**config.mk**
```make
export PLATFORM = sky130hd
export DESIGN_NAME = dec_ctrl
export DESIGN_NICKNAME = d
export VERILOG_FILES = /design/src/dec_pkg.sv /design/src/dec_ctrl.sv
export SDC_FILE = /design/constraint.sdc
export NUM_CORES = 1
export LEC_CHECK = 0
export ABC_AREA = 1
export BUFFER_PORTS_ARGS = -buffer_cell sky130_fd_sc_hd__buf_2
export CORE_AREA = 3 3 40 42
export CTS_CLUSTER_DIAMETER = 60
export DETAILED_ROUTE_END_ITERATION = 10
export DIE_AREA = 0 0 43 45
export GPL_TIMING_DRIVEN = 0
export SYNTH_ARGS = -nofsm -noshare
export SYNTH_HDL_FRONTEND = slang
export SYNTH_SLANG_ARGS = --single-unit
```
**constraint.sdc**
```tcl
create_clock -name clk -period 1.7 [get_ports clk]
set_clock_uncertainty 0.1 [all_clocks]
set_input_delay 0.425 -clock clk [delete_from_list [all_inputs] [get_ports clk]]
set_output_delay 0.425 -clock clk [all_outputs]
set_load 0.03 [all_outputs]
```
**src/dec_pkg.sv**
```systemverilog
// shared types and constants for the delay echo / comb filter block
// no dependencies; used by dec_ctrl, dec_dpath and delay_echo_comb
`default_nettype none

package dec_pkg;

  // configuration port
  localparam int CFG_IDX_W  = 3;
  localparam int CFG_DATA_W = 16;

  // register widths
  localparam int LEN_W     = 13;
  localparam int GAIN_W    = 16;
  localparam int FRAC_BITS = 15;

  // register indexes
  localparam logic [CFG_IDX_W-1:0] REG_EFFECT_MODE   = 3'd0;
  localparam logic [CFG_IDX_W-1:0] REG_DELAY_LENGTH  = 3'd1;
  localparam logic [CFG_IDX_W-1:0] REG_FEEDBACK_GAIN = 3'd2;
  localparam logic [CFG_IDX_W-1:0] REG_DRY_GAIN      = 3'd3;
  localparam logic [CFG_IDX_W-1:0] REG_WET_GAIN      = 3'd4;

  // effect modes
  localparam logic MODE_ECHO = 1'b0;
  localparam logic MODE_COMB = 1'b1;

  // register reset values
  localparam logic               MODE_RESET = MODE_ECHO;
  localparam logic [LEN_W-1:0]   LEN_RESET  = 13'd1;
  localparam logic [GAIN_W-1:0]  FB_RESET   = 16'h0000;
  localparam logic [GAIN_W-1:0]  DRY_RESET  = 16'h7fff;
  localparam logic [GAIN_W-1:0]  WET_RESET  = 16'h0000;

  // controller to datapath
  typedef struct packed {
    logic accept;  // latch sample, issue line read
    logic mul;     // feedback, dry and delayed-wet products
    logic store;   // saturate stored value, write line, advance position
    logic wet;     // comb mode: wet product of stored value
    logic fin;     // load output register
  } dec_cmd_t;

  // datapath to controller
  typedef struct packed {
    logic comb_mode;
  } dec_sts_t;

endpackage

`default_nettype wire

```
**src/dec_ctrl.sv**
```systemverilog
// controller state machine for the delay echo / comb filter block
// depends on dec_pkg for the command and status structs
`default_nettype none

module dec_ctrl (
  input  wire logic              clk,
  input  wire logic              rst_n,
  input  wire logic              in_valid,
  output logic                   in_ready,
  output logic                   out_valid,
  input  wire logic              out_ready,
  input  wire dec_pkg::dec_sts_t sts,
  output dec_pkg::dec_cmd_t      cmd
);

  typedef enum logic [2:0] {
    S_IDLE,
    S_MUL,
    S_STORE,
    S_WET,
    S_FIN
  } state_t;

  state_t state_r;
  logic   out_valid_r;
  logic   fin_go;

  // output register may be reloaded once the held beat is gone
  assign fin_go = (state_r == S_FIN) && (!out_valid_r || out_ready);

  assign in_ready  = (state_r == S_IDLE);
  assign out_valid = out_valid_r;

  always_comb begin
    cmd.accept = in_valid && (state_r == S_IDLE);
    cmd.mul    = (state_r == S_MUL);
    cmd.store  = (state_r == S_STORE);
    cmd.wet    = (state_r == S_WET);
    cmd.fin    = fin_go;
  end

  always_ff @(posedge clk) begin
    if (!rst_n) begin
      state_r     <= S_IDLE;
      out_valid_r <= 1'b0;
    end else begin
      if (out_valid_r && out_ready) begin
        out_valid_r <= 1'b0;
      end
      unique case (state_r)
        S_IDLE: begin
          if (in_valid) begin
            state_r <= S_MUL;
          end
        end
        S_MUL: begin
          state_r <= S_STORE;
        end
        S_STORE: begin
          if (sts.comb_mode) begin
            state_r <= S_WET;
          end else begin
            state_r <= S_FIN;
          end
        end
        S_WET: begin
          state_r <= S_FIN;
        end
        S_FIN: begin
          if (fin_go) begin
            out_valid_r <= 1'b1;
            state_r     <= S_IDLE;
          end
        end
        default: begin
          state_r <= S_IDLE;
        end
      endcase
    end
  end

`ifndef ASSERT_OFF
  a_accept_to_mul: assert property (@(posedge clk) disable iff (!rst_n)
    cmd.accept |=> cmd.mul)
    else $error("accepted beat did not start the multiply step");

  a_mul_to_store: assert property (@(posedge clk) disable iff (!rst_n)
    cmd.mul |=> cmd.store)
    else $error("multiply step not followed by line store");

  a_fin_sets_valid: assert property (@(posedge clk) disable iff (!rst_n)
    cmd.fin |=> out_valid && in_ready)
    else $error("output load did not present a result and return to idle");
`endif

endmodule

`default_nettype wire

```
== Word-level counts from Yosys, hierarchy flattened ==
Cells that the tools add are included.

* Bits in registers: 4
* Input port bits: 5
* Output and inout bits: 7
* Word-level logic and storage cells: 22

* Eq/ne operators: 6
* Mux-type cells: 7
* Reductions and logical operators: 7

{| class="wikitable"
|+ Operators with widths
! kind !! count
|-
| one-hot mux 3 bit (5 select lines) || 1
|-
| 2-to-1 mux 3 bit || 3
|-
| == test 3 x 2 -> 1 bit (second input constant) || 2
|-
| inequality test 2 bit (second input constant) || 2
|-
| == test 3 x 1 -> 1 bit (second input constant) || 1
|-
| == test 3 bit (second input constant) || 1
|-
| logical AND 1 bit || 3
|-
| zero test 3 bit || 1
|-
| 2-to-1 mux 1 bit || 3
|-
| AND reduction 2 bit || 1
|-
| zero test 1 bit || 1
|-
| logical OR 1 bit || 1
|}

== Logic depth before layout (Yosys ltp) ==
Gate-level depths: netlist (run 1).

* Depth after elaboration: 5
* Mapped depth: 6
* Mapped depth without buffers: 6

== Worst setup path after synthesis (run 1) ==
No wires, ideal clock.

* Kind: reg-to-output
* Start point: register state_r[1]
* End point: output port cmd[2] (netlist bit)
* Arrival time: 1.061 ns
* Required time: 1.175 ns
* Slack: 0.114 ns
* Cell stages (with the launch flop): 3
* Path buffers: 0
* Cell sequence: dfxtp_1 > inv_2 > nor3_1

{| class="wikitable"
|+ RTL lines
! what !! RTL line !! RTL
|-
| from (decl) || dec_ctrl.sv:24 || <nowiki>state_t state_r;</nowiki>
|-
| from (signal assigned) || dec_ctrl.sv:44 || <nowiki>state_r <= S_IDLE;</nowiki>
|-
| from (signal assigned) || dec_ctrl.sv:53 || <nowiki>state_r <= S_MUL;</nowiki>
|-
| from (signal assigned) || dec_ctrl.sv:57 || <nowiki>state_r <= S_STORE;</nowiki>
|-
| to (decl) || dec_ctrl.sv:13 || <nowiki>output dec_pkg::dec_cmd_t cmd</nowiki>
|}

== Worst setup path in the final report (run 1) ==
* Start point: register state_r[1]
* End point: output port cmd[0] (netlist bit)

* Cells in the longest elaborated chain, start to end: 2

{| class="wikitable"
|+ Ends and longest elaborated chain
! what !! RTL line !! RTL
|-
| == test 3 bit || dec_ctrl.sv:29 || <nowiki>assign fin_go = (state_r == S_FIN) && (!out_valid_r || out_ready);</nowiki>
|-
| logical AND 1 bit || dec_ctrl.sv:29 ||
|}

No other way between the ends.

==> results of run 1 <==
## per-layer routing
layer / track usage, % / vias to the layer above / wire length [µm]
li1: - / 139 / -
met1: 5.80 / 104 / 175
met2: 8.68 / 9 / 219
met3: 2.39 / 2 / 40
met4: 5.42 / 0 / 17
met5: 0 / - / 0
## flip-flops by register name (all words and copies together) (netlist names)
register / cells
out_valid: 1
state_r: 3
## cells by family after synthesis
group,synth area share [%]
flops,35.8
buf+inv,16.8
compound gates,11.2
simple gates,36.3
## synthesized netlist by cell type (all sizes together)
| master | number |
|---|---|
| nand2 | 7 |
| buf | 1 |
| o21ai | 1 |
| nor3 | 1 |
| nand3 | 2 |
| inv | 8 |
| dfxtp | 4 |
| a21oi | 4 |
| nor2 | 8 |
## how the worst max path moves through the flow
| stage | end | startpoint | slack, ns | depth (start not counted) |
|---|---|---|---|---|
| after CTS | cmd[0] | state_r[0] | 0.02 | 5 |
| after global placement | cmd[0] | out_ready | 0.12 | 5 |
| after detailed placement | cmd[0] | out_ready | 0.13 | 5 |
| after global routing | cmd[0] | state_r[0] | 0.007 | 5 |
| after floorplan | cmd[2] | state_r[1] | 0.11 | 2 |
| final | cmd[0] | state_r[1] | 0.08 | 5 |
## cell type report
class                      count  area [µm²]
buffer                         1        7.51
clock buffer                   3        22.5
fill                         157         937
inverter                       8        30.0
multi-input combinational     23         116
sequential                     4        83.8
tap                           15        18.8
timing repair buffer          12        68.8
## cell usage in the layout, fill, tap and decap left out
cell / n
buf_2: 10
inv_1: 7
nand2_1: 5
nor2_1: 4
a21oi_1: 4
nor2_2: 3
clkbuf_4: 3
dfxtp_2: 3
nand3_1: 2
nand2_2: 2
buf_4: 2
inv_2: 1
nor2_4: 1
nor3_1: 1
o21ai_1: 1
dfxtp_1: 1
buf_6: 1
## worst max-delay path, stage by stage, from the launching register on
cell     delay [ns]
dfxtp_2        0.33
nor2_4         0.13
nand2_2        0.08
nor2_2         0.10
buf_4          0.10
buf_6          0.11
## through the flow
step / util (%) / area, µm² / std cells
2_1_floorplan: - / 224 / 36
3_3_place_gp: 23.2 / 298 / 62
3_5_place_dp: 23.2 / 298 / 62
4_1_cts: 26.2 / 337 / 66
5_1_grt: 27.1 / 348 / 66
6_report: 27.1 / 348 / 66
## timing repair
item | in CTS | in global routing
buffers inserted | 1 | 0
gates resized for setup | 3 | 5
setup endpoints to repair | 1 | 1
endpoints found under the hold margin | 0 | 0
pin swaps | 1 | 2
## power by group
part           internal, mW  leakage [nW]  switching (mW)
combinational        0.0518         0.136          0.0922
clock                0.0789        0.0138          0.0376
sequential            0.106        0.0339          0.0152
total                 0.237         0.184           0.145
==> flow_metrics.env, run 1 <==
export IMPL_area_growth_synth_to_final_pct=55.3
export IMPL_fin_crit_ns=1.62
export IMPL_num_nets_final=58
export IMPL_hp_class="input port to register"
export IMPL_final_layout_size_suffix_gt1_share_pct=51.0
export IMPL_report_final_hold_viol_count=0
export IMPL_ios=12
export IMPL_finalWorstSetupSlack_ns=0.0843
export IMPL_netlist_area_leader_share_pct=35.8
export IMPL_hold_start="rst_n"
export IMPL_drc=0
export IMPL_vias=254
export IMPL_synthTopCellsByArea="dfxtp_1 (36%), inv_1 (12%), nand2_1 (10%)"
export IMPL_drt_iter0_drc=0
export IMPL_reg2regPathDepth=5
export IMPL_hold_depth=3
export IMPL_dp_worst_setup_slack_ns=0.129
export IMPL_powerDensity_nw_per_um2=1100
export IMPL_arrival_ns=1.09
export IMPL_ys_ff_latch=4
export IMPL_period_share_pct=95.0
export IMPL_status="complete, no violations"
export IMPL_ys_types=12
export IMPL_antenna_left=0
export IMPL_irDropWorstVdd_v=0.000322
export IMPL_wl_per_cell_um=6.83
export IMPL_dp_hpwl_um=382
export IMPL_r2r_end="state_r[0]"
export IMPL_crit_fanout=3
export IMPL_p_leak_nw=0.184
export IMPL_cts_max_level=1
export IMPL_worstPathRequired_ns=1.17
export IMPL_clk_pin_slew_worst_paths_ns=0.04
export IMPL_die_x_um=43
export IMPL_hold_buffers=0
export IMPL_ys_seq_area_share_pct=35.8
export IMPL_synth_area_leader_cell="dfxtp_1"
export IMPL_synth_warnings=0
export IMPL_start_kind="register"
export IMPL_routed_wl_um=451
export IMPL_grt_ovfl_total=0
export IMPL_worstSkewPairLatency_ns=0.23
export IMPL_rsz0062_at_grt="false"
export IMPL_r2r_start="state_r[0]"
export IMPL_fmax_mhz=619
export IMPL_antenna_cells=0
export IMPL_worst_slew_pin_slew_ns=0.216
export IMPL_grt_pass1_vias=221
export IMPL_gp_congestion=0.711
export IMPL_relSlewSlack_pct=85.6
export IMPL_setup_tns_final_ns=0
export IMPL_start_util_pct=17.4
export IMPL_finalPower_uw=382
export IMPL_cts_sinks=4
export IMPL_syn_nets=41
export IMPL_cts_made_buffers=3
export IMPL_cts_tree="done"
export IMPL_grt_usage_pct=5.67
export IMPL_io_buffers=11
export IMPL_avgSynthCellArea_um2=6.22
export IMPL_r2r_setup_slack_ns=0.70
export IMPL_max_cap_violations=0
export IMPL_hold_ws_ns=0.363
export IMPL_coreArea_um2=1280
export IMPL_cp_end_kind="output pin"
export IMPL_grt_pass1_wl_um=759
export IMPL_grt_max_degree=8
export IMPL_crit_type="register to output pin"
export IMPL_synthCells=36
export IMPL_die_area_um2=1940
export IMPL_clk_path_buf_depth=2
export IMPL_antenna_found_initial=0
export IMPL_cts_root_buf="clkbuf_4"
export IMPL_whs_endpoint="state_r[0]"
export IMPL_via_per_inst=3.85
export IMPL_syn_area_um2=224
export IMPL_die_y_um=45
export IMPL_drv_slew=0
export IMPL_fp_row_count=13
export IMPL_setup_violations=0
export IMPL_first_pass_iters=1
(Power assumes the default switching activity.)
==> run 2: changes to the inputs <==
Settings changed: REMOVE_ABC_BUFFERS from default to 1.
==> flow_metrics.env, run 2 (synthesis results as in run 1) <==
export IMPL_status="complete, no violations"
export IMPL_reg2regPathDepth=6
export IMPL_grt_pass1_vias=218
export IMPL_p_seq_share_pct=32.3
export IMPL_layout_commonest_cell="buf_2"
export IMPL_crit_fanout=6
export IMPL_drc=0
export IMPL_irDropWorstVdd_v=0.000220
export IMPL_r2r_setup_slack_ns=0.72
export IMPL_vias=246
export IMPL_max_cap_violations=0
export IMPL_io_buffers=11
export IMPL_start_kind="register"
export IMPL_p_sw_uw=146
export IMPL_r2r_start="state_r[1]"
export IMPL_worstPathRequired_ns=1.17
export IMPL_fmax_mhz=622
export IMPL_die_area_um2=1940
export IMPL_arrival_ns=1.08
export IMPL_cts_made_buffers=3
export IMPL_whs_endpoint="state_r[0]"
export IMPL_ios=12
export IMPL_finalPower_uw=375
export IMPL_regMostFlops="state_r"
export IMPL_area_growth_synth_to_final_pct=45.3
export IMPL_period_share_pct=94.6
export IMPL_relSlewSlack_pct=88.0
export IMPL_largest_register_ffs=3
export IMPL_drt_iter0_drc=1
export IMPL_hold_ws_ns=0.374
export IMPL_cts_root_buf="clkbuf_4"
export IMPL_clk_path_buf_depth=2
export IMPL_final_cell_mix="buf_2 (9), inv_1 (7), nand2_1 (6)"
export IMPL_fin_cells=64
export IMPL_nFillCells=155
export IMPL_cts_max_level=1
export IMPL_routed_wl_um=508
export IMPL_worst_slew_pin_slew_ns=0.180
export IMPL_powerDensity_nw_per_um2=1150
export IMPL_report_final_hold_viol_count=0
export IMPL_die_x_um=43
export IMPL_via_per_inst=3.84
export IMPL_wl_per_cell_um=7.94
export IMPL_drv_slew=0
export IMPL_rsz0062_at_grt="false"
export IMPL_finalWorstSetupSlack_ns=0.0921
export IMPL_p_sw_share_pct=39.0
export IMPL_setup_violations=0
export IMPL_hold_buffers=0
export IMPL_dp_hpwl_um=385
export IMPL_dpl_cell_area_um2=290
export IMPL_gp_congestion=0.605
export IMPL_multi_input_area_um2=111
export IMPL_coreArea_um2=1280
export IMPL_grt_pass1_wl_um=834
export IMPL_cts_sinks=4
export IMPL_fin_crit_ns=1.61
export IMPL_first_pass_iters=2
export IMPL_p_comb_share_pct=35.7
export IMPL_setup_tns_final_ns=0
export IMPL_hold_depth=3
export IMPL_r2r_end="state_r[0]"
export IMPL_p_int_uw=229
export IMPL_cp_end_kind="output pin"
export IMPL_fp_row_count=13
export IMPL_dp_worst_setup_slack_ns=0.252
export IMPL_fin_util_pct=25.3
export IMPL_start_util_pct=17.4
export IMPL_grt_max_degree=8
export IMPL_register_area_um2=82.6
export IMPL_antenna_left=0
export IMPL_placed_cells=61
export IMPL_final_layout_size_suffix_gt1_share_pct=42.9
export IMPL_hold_start="rst_n"
export IMPL_cts_tree="done"
export IMPL_hp_class="input port to register"
export IMPL_antenna_cells=0
export IMPL_crit_type="register to output pin"
export IMPL_fin_area_um2=325
export IMPL_antenna_found_initial=0
export IMPL_grt_usage_pct=6.34
export IMPL_grt_ovfl_total=0
export IMPL_p_leak_nw=0.174
export IMPL_clk_pin_slew_worst_paths_ns=0.04
export IMPL_die_y_um=45
export IMPL_worstSkewPairLatency_ns=0.23
export IMPL_pwr_share_clk_pct=32.0
export IMPL_num_nets_final=56
[run 2: layout make-up]
| type | instances | area share (%) |
|---|---|---|
| inverters | 8 | 9.23 |
| multi-input cells | 23 | 34.2 |
| flip-flops and latches | 4 | 25.4 |
| clock buffers | 3 | 6.92 |
| well taps | 15 | 5.77 |
| repair buffers | 11 | 18.5 |
[run 2: power by group through the flow]
stage | Sequential, mW | Combinational (mW) | Clock (mW)
floorplan | 0.118 | 0.0965 | 0
global placement | 0.118 | 0.129 | 0
global route | 0.124 | 0.149 | 0.132
detailed placement | 0.118 | 0.130 | 0
finish | 0.121 | 0.134 | 0.120
CTS | 0.119 | 0.133 | 0.123
[run 2: worst max-delay path by stage]
| stage | startpoint | to | slack [ns] | cells past startpoint |
|---|---|---|---|---|
| global route | state_r[0] | cmd[4] | 0.002 | 4 |
| CTS | state_r[0] | cmd[0] | 0.04 | 4 |
| global placement | out_ready | cmd[0] | 0.25 | 4 |
| finish | state_r[0] | cmd[0] | 0.09 | 4 |
| floorplan | state_r[1] | cmd[2] | 0.11 | 2 |
| detailed placement | state_r[0] | cmd[0] | 0.25 | 4 |
[run 2: routing by layer]
layer  track usage (%)  part of all wire [%]  routed length [µm]  vias up
met2              10.2                    54                 274        5
met4              5.42                     0                   0        0
met3              3.98                   7.9                  40        0
li1                  -                     -                   -      135
met1              5.57                    38                 192      106
met5                 0                     0                   0        -
[run 2: timing repair]
item | CTS | global route
setup endpoints to repair | 1 | 3
setup buffers | 0 | 0
pin swaps | 0 | 1
gates resized for setup | 1 | 5
[run 2: worst max-delay path: stages, from the launching register on]
cell	delay, ns
dfxtp_2	0.35
nor2_4	0.15
nand2_1	0.10
nor2_1	0.09
buf_4	0.16
==> run 3: changes to the inputs <==
--- a/config.mk
+++ b/config.mk
@@ -6,5 +6,4 @@
 export NUM_CORES = 1
 export LEC_CHECK = 0
-export ABC_AREA = 1
 export BUFFER_PORTS_ARGS = -buffer_cell sky130_fd_sc_hd__buf_2
 export CORE_AREA = 3 3 40 42
==> constraint.sdc (replaced) <==
create_clock -name clk -period 1.7 [get_ports clk]
set_clock_uncertainty 0.1 [all_clocks]
set_input_delay 0.085 -clock clk [delete_from_list [all_inputs] [get_ports clk]]
set_output_delay 0.085 -clock clk [all_outputs]
set_load 0.03 [all_outputs]
==> flow_metrics.env, run 3 <==
export IMPL_status="complete, no violations"
export IMPL_grt_max_degree=9
export IMPL_crit_path_max_incr_delay_ns=0.42
export IMPL_coreArea_um2=1280
export IMPL_worst_slew_pin_slew_ns=0.225
export IMPL_synthArstFlopShare_pct=0
export IMPL_drc=0
export IMPL_relSlewSlack_pct=84.9
export IMPL_cts_max_level=1
export IMPL_syn_area_um2=219
export IMPL_fp_row_count=13
export IMPL_p_sw_share_pct=27.9
export IMPL_grt_pass1_vias=217
export IMPL_synthCells=26
export IMPL_die_x_um=43
export IMPL_drv_slew=0
export IMPL_crit_family="simple AND/OR/NAND/NOR gates"
export IMPL_rsz0062_at_grt="false"
export IMPL_hp_class="input port to register"
export IMPL_grt_pass1_wl_um=821
export IMPL_fmax_mhz=666
export IMPL_setup_violations=0
export IMPL_path_cells="or3b_4 > nor2b_1 > buf_2"
export IMPL_antenna_left=0
export IMPL_grt_usage_pct=6.32
export IMPL_yosys_top_cells_count="dfxtp_1 (4), nand2b_1 (4), nor2_1 (3)"
export IMPL_p_leak_nw=0.141
export IMPL_r2r_start="state_r[2]"
export IMPL_ys_types=14
export IMPL_hold_start="rst_n"
export IMPL_synth_warnings=0
export IMPL_worst_path_stages=3
export IMPL_arrival_ns=1.32
export IMPL_cp_end_kind="output pin"
export IMPL_netlist_area_leader_share_pct=36.6
export IMPL_grt_ovfl_total=0
export IMPL_cts_root_buf="clkbuf_4"
export IMPL_avgSynthCellArea_um2=8.42
export IMPL_p_seq_share_pct=38.3
export IMPL_clk_path_buf_depth=2
export IMPL_r2r_setup_slack_ns=0.60
export IMPL_reg2regPathDepth=2
export IMPL_layout_commonest_cell="buf_2"
export IMPL_ys_ff_latch=4
export IMPL_largest_register_ffs=3
export IMPL_vias=218
export IMPL_ios=12
export IMPL_path_buf_inv=1
export IMPL_synthTopCellsByArea="dfxtp_1 (37%), nand2b_1 (11%), nand3b_1 (6.9%)"
export IMPL_num_nets_final=46
export IMPL_powerDensity_nw_per_um2=896
export IMPL_whs_endpoint="out_valid"
export IMPL_drt_iter0_drc=1
export IMPL_nFillCells=143
export IMPL_synth_area_leader_cell="dfxtp_1"
export IMPL_clk_pin_slew_worst_paths_ns=0.03
export IMPL_routed_wl_um=443
export IMPL_fin_crit_ns=1.50
export IMPL_crit_path_top_delay_cell="or3b_4"
export IMPL_p_comb_share_pct=20.9
export IMPL_fin_util_pct=24.0
export IMPL_pwr_share_clk_pct=40.8
export IMPL_first_pass_iters=2
export IMPL_synth_edf_count=0
export IMPL_r2r_end="state_r[2]"
export IMPL_regMostFlops="state_r"
export IMPL_p_int_uw=199
export IMPL_cts_sinks=4
export IMPL_ys_flop_type="dfxtp_1"
export IMPL_cts_repair_resized=0
export IMPL_antenna_cells=0
export IMPL_p_sw_uw=76.9
export IMPL_area_growth_synth_to_final_pct=40.6
export IMPL_start_kind="register"
export IMPL_period_share_pct=88.3
export IMPL_die_y_um=45
export IMPL_final_layout_size_suffix_gt1_share_pct=41.0
export IMPL_worstSkewPairLatency_ns=0.23
export IMPL_report_final_hold_viol_count=0
export IMPL_dp_hpwl_um=378
export IMPL_max_cap_violations=0
export IMPL_via_per_inst=4.04
export IMPL_io_buffers=11
export IMPL_die_area_um2=1940
export IMPL_wl_per_cell_um=8.20
export IMPL_start_util_pct=17.0
export IMPL_hold_buffers=0
export IMPL_worstPathRequired_ns=1.51
export IMPL_ys_seq_area_share_pct=36.6
export IMPL_final_cell_mix="buf_2 (11), nand2b_1 (4), dfxtp_1 (4)"
export IMPL_cts_post_setup_buffers_inserted=0
export IMPL_crit_type="register to output pin"
export IMPL_crit_fanout=5
export IMPL_irDropWorstVdd_v=0.000226
export IMPL_antenna_found_initial=0
export IMPL_gp_congestion=0.644
export IMPL_hold_depth=3
export IMPL_cts_made_buffers=3
export IMPL_cts_tree="done"
export IMPL_setup_tns_final_ns=0
-- run 3: changes by cell type after synthesis, sizes merged, moves of 4 or more --
cell    delta
nand2      -7
inv        -6
nor2       -5
nand2b     +4
-- run 3: power by group through the flow --
| stage | Combinational, mW | Sequential (mW) | Clock, mW |
|---|---|---|---|
| after floorplan | 0.0401 | 0.106 | 0 |
| after global placement | 0.0580 | 0.107 | 0 |
| after detailed placement | 0.0583 | 0.107 | 0 |
| after CTS | 0.0584 | 0.106 | 0.121 |
| after global routing | 0.0638 | 0.107 | 0.125 |
| final | 0.0577 | 0.106 | 0.112 |
-- run 3: how the worst max path moves through the flow --
stage / startpoint / end / slack (ns)
after floorplan: state_r[1] / cmd[4] / 0.04
after global placement: state_r[2] / cmd[0] / 0.44
after detailed placement: state_r[2] / cmd[0] / 0.43
after CTS: state_r[2] / cmd[0] / 0.18
after global routing: state_r[2] / cmd[0] / 0.12
final: state_r[2] / cmd[0] / 0.20
-- run 3: area by class of cell --
type	instances	area (µm²)	share of cell area, %
inverters	2	7.51	2.44
clock buffers	3	22.5	7.32
repair buffers	11	55.1	17.9
well taps	15	18.8	6.10
multi-input cells	19	124	40.2
flip-flops and latches	4	80.1	26.0
-- run 3: cell families (layout without fill, tap and decap cells) --
logic type             after synthesis  in the layout  share of synthesized area (%)
buffers and inverters                3             16                           6.86
AND/OR/NAND/NOR                     15             15                           41.7
AO/OA/AOI/OAI                        3              3                           10.3
flip-flops                           4              4                           36.6
multiplexers                         1              1                           4.57
-- run 3: per-layer routing --
metal  wire length [µm]  share of wire, %  GRT usage (%)
met1                176                40           5.29
met2                234                53           9.88
met3                 32               7.2           2.39
met4                  0                 0           9.04
met5                  0                 0              0
-- run 3: tightest hold or removal path, cell delays in order --
cell     delay, ns
buf_2         0.11
inv_1         0.08
a21oi_2       0.04
-- run 3: stage by stage --
step	worst slack [ns]	area, µm²	power [mW]	instances	hold slack, ns
after floorplan	0.0381	211	0.147	25	0.125
after global placement	0.441	285	0.165	51	0.265
after detailed placement	0.435	285	0.165	51	0.271
after CTS	0.184	308	0.285	54	0.0244
after global routing	0.125	308	0.295	54	0.0339
final	0.198	308	0.276	54	0.0319
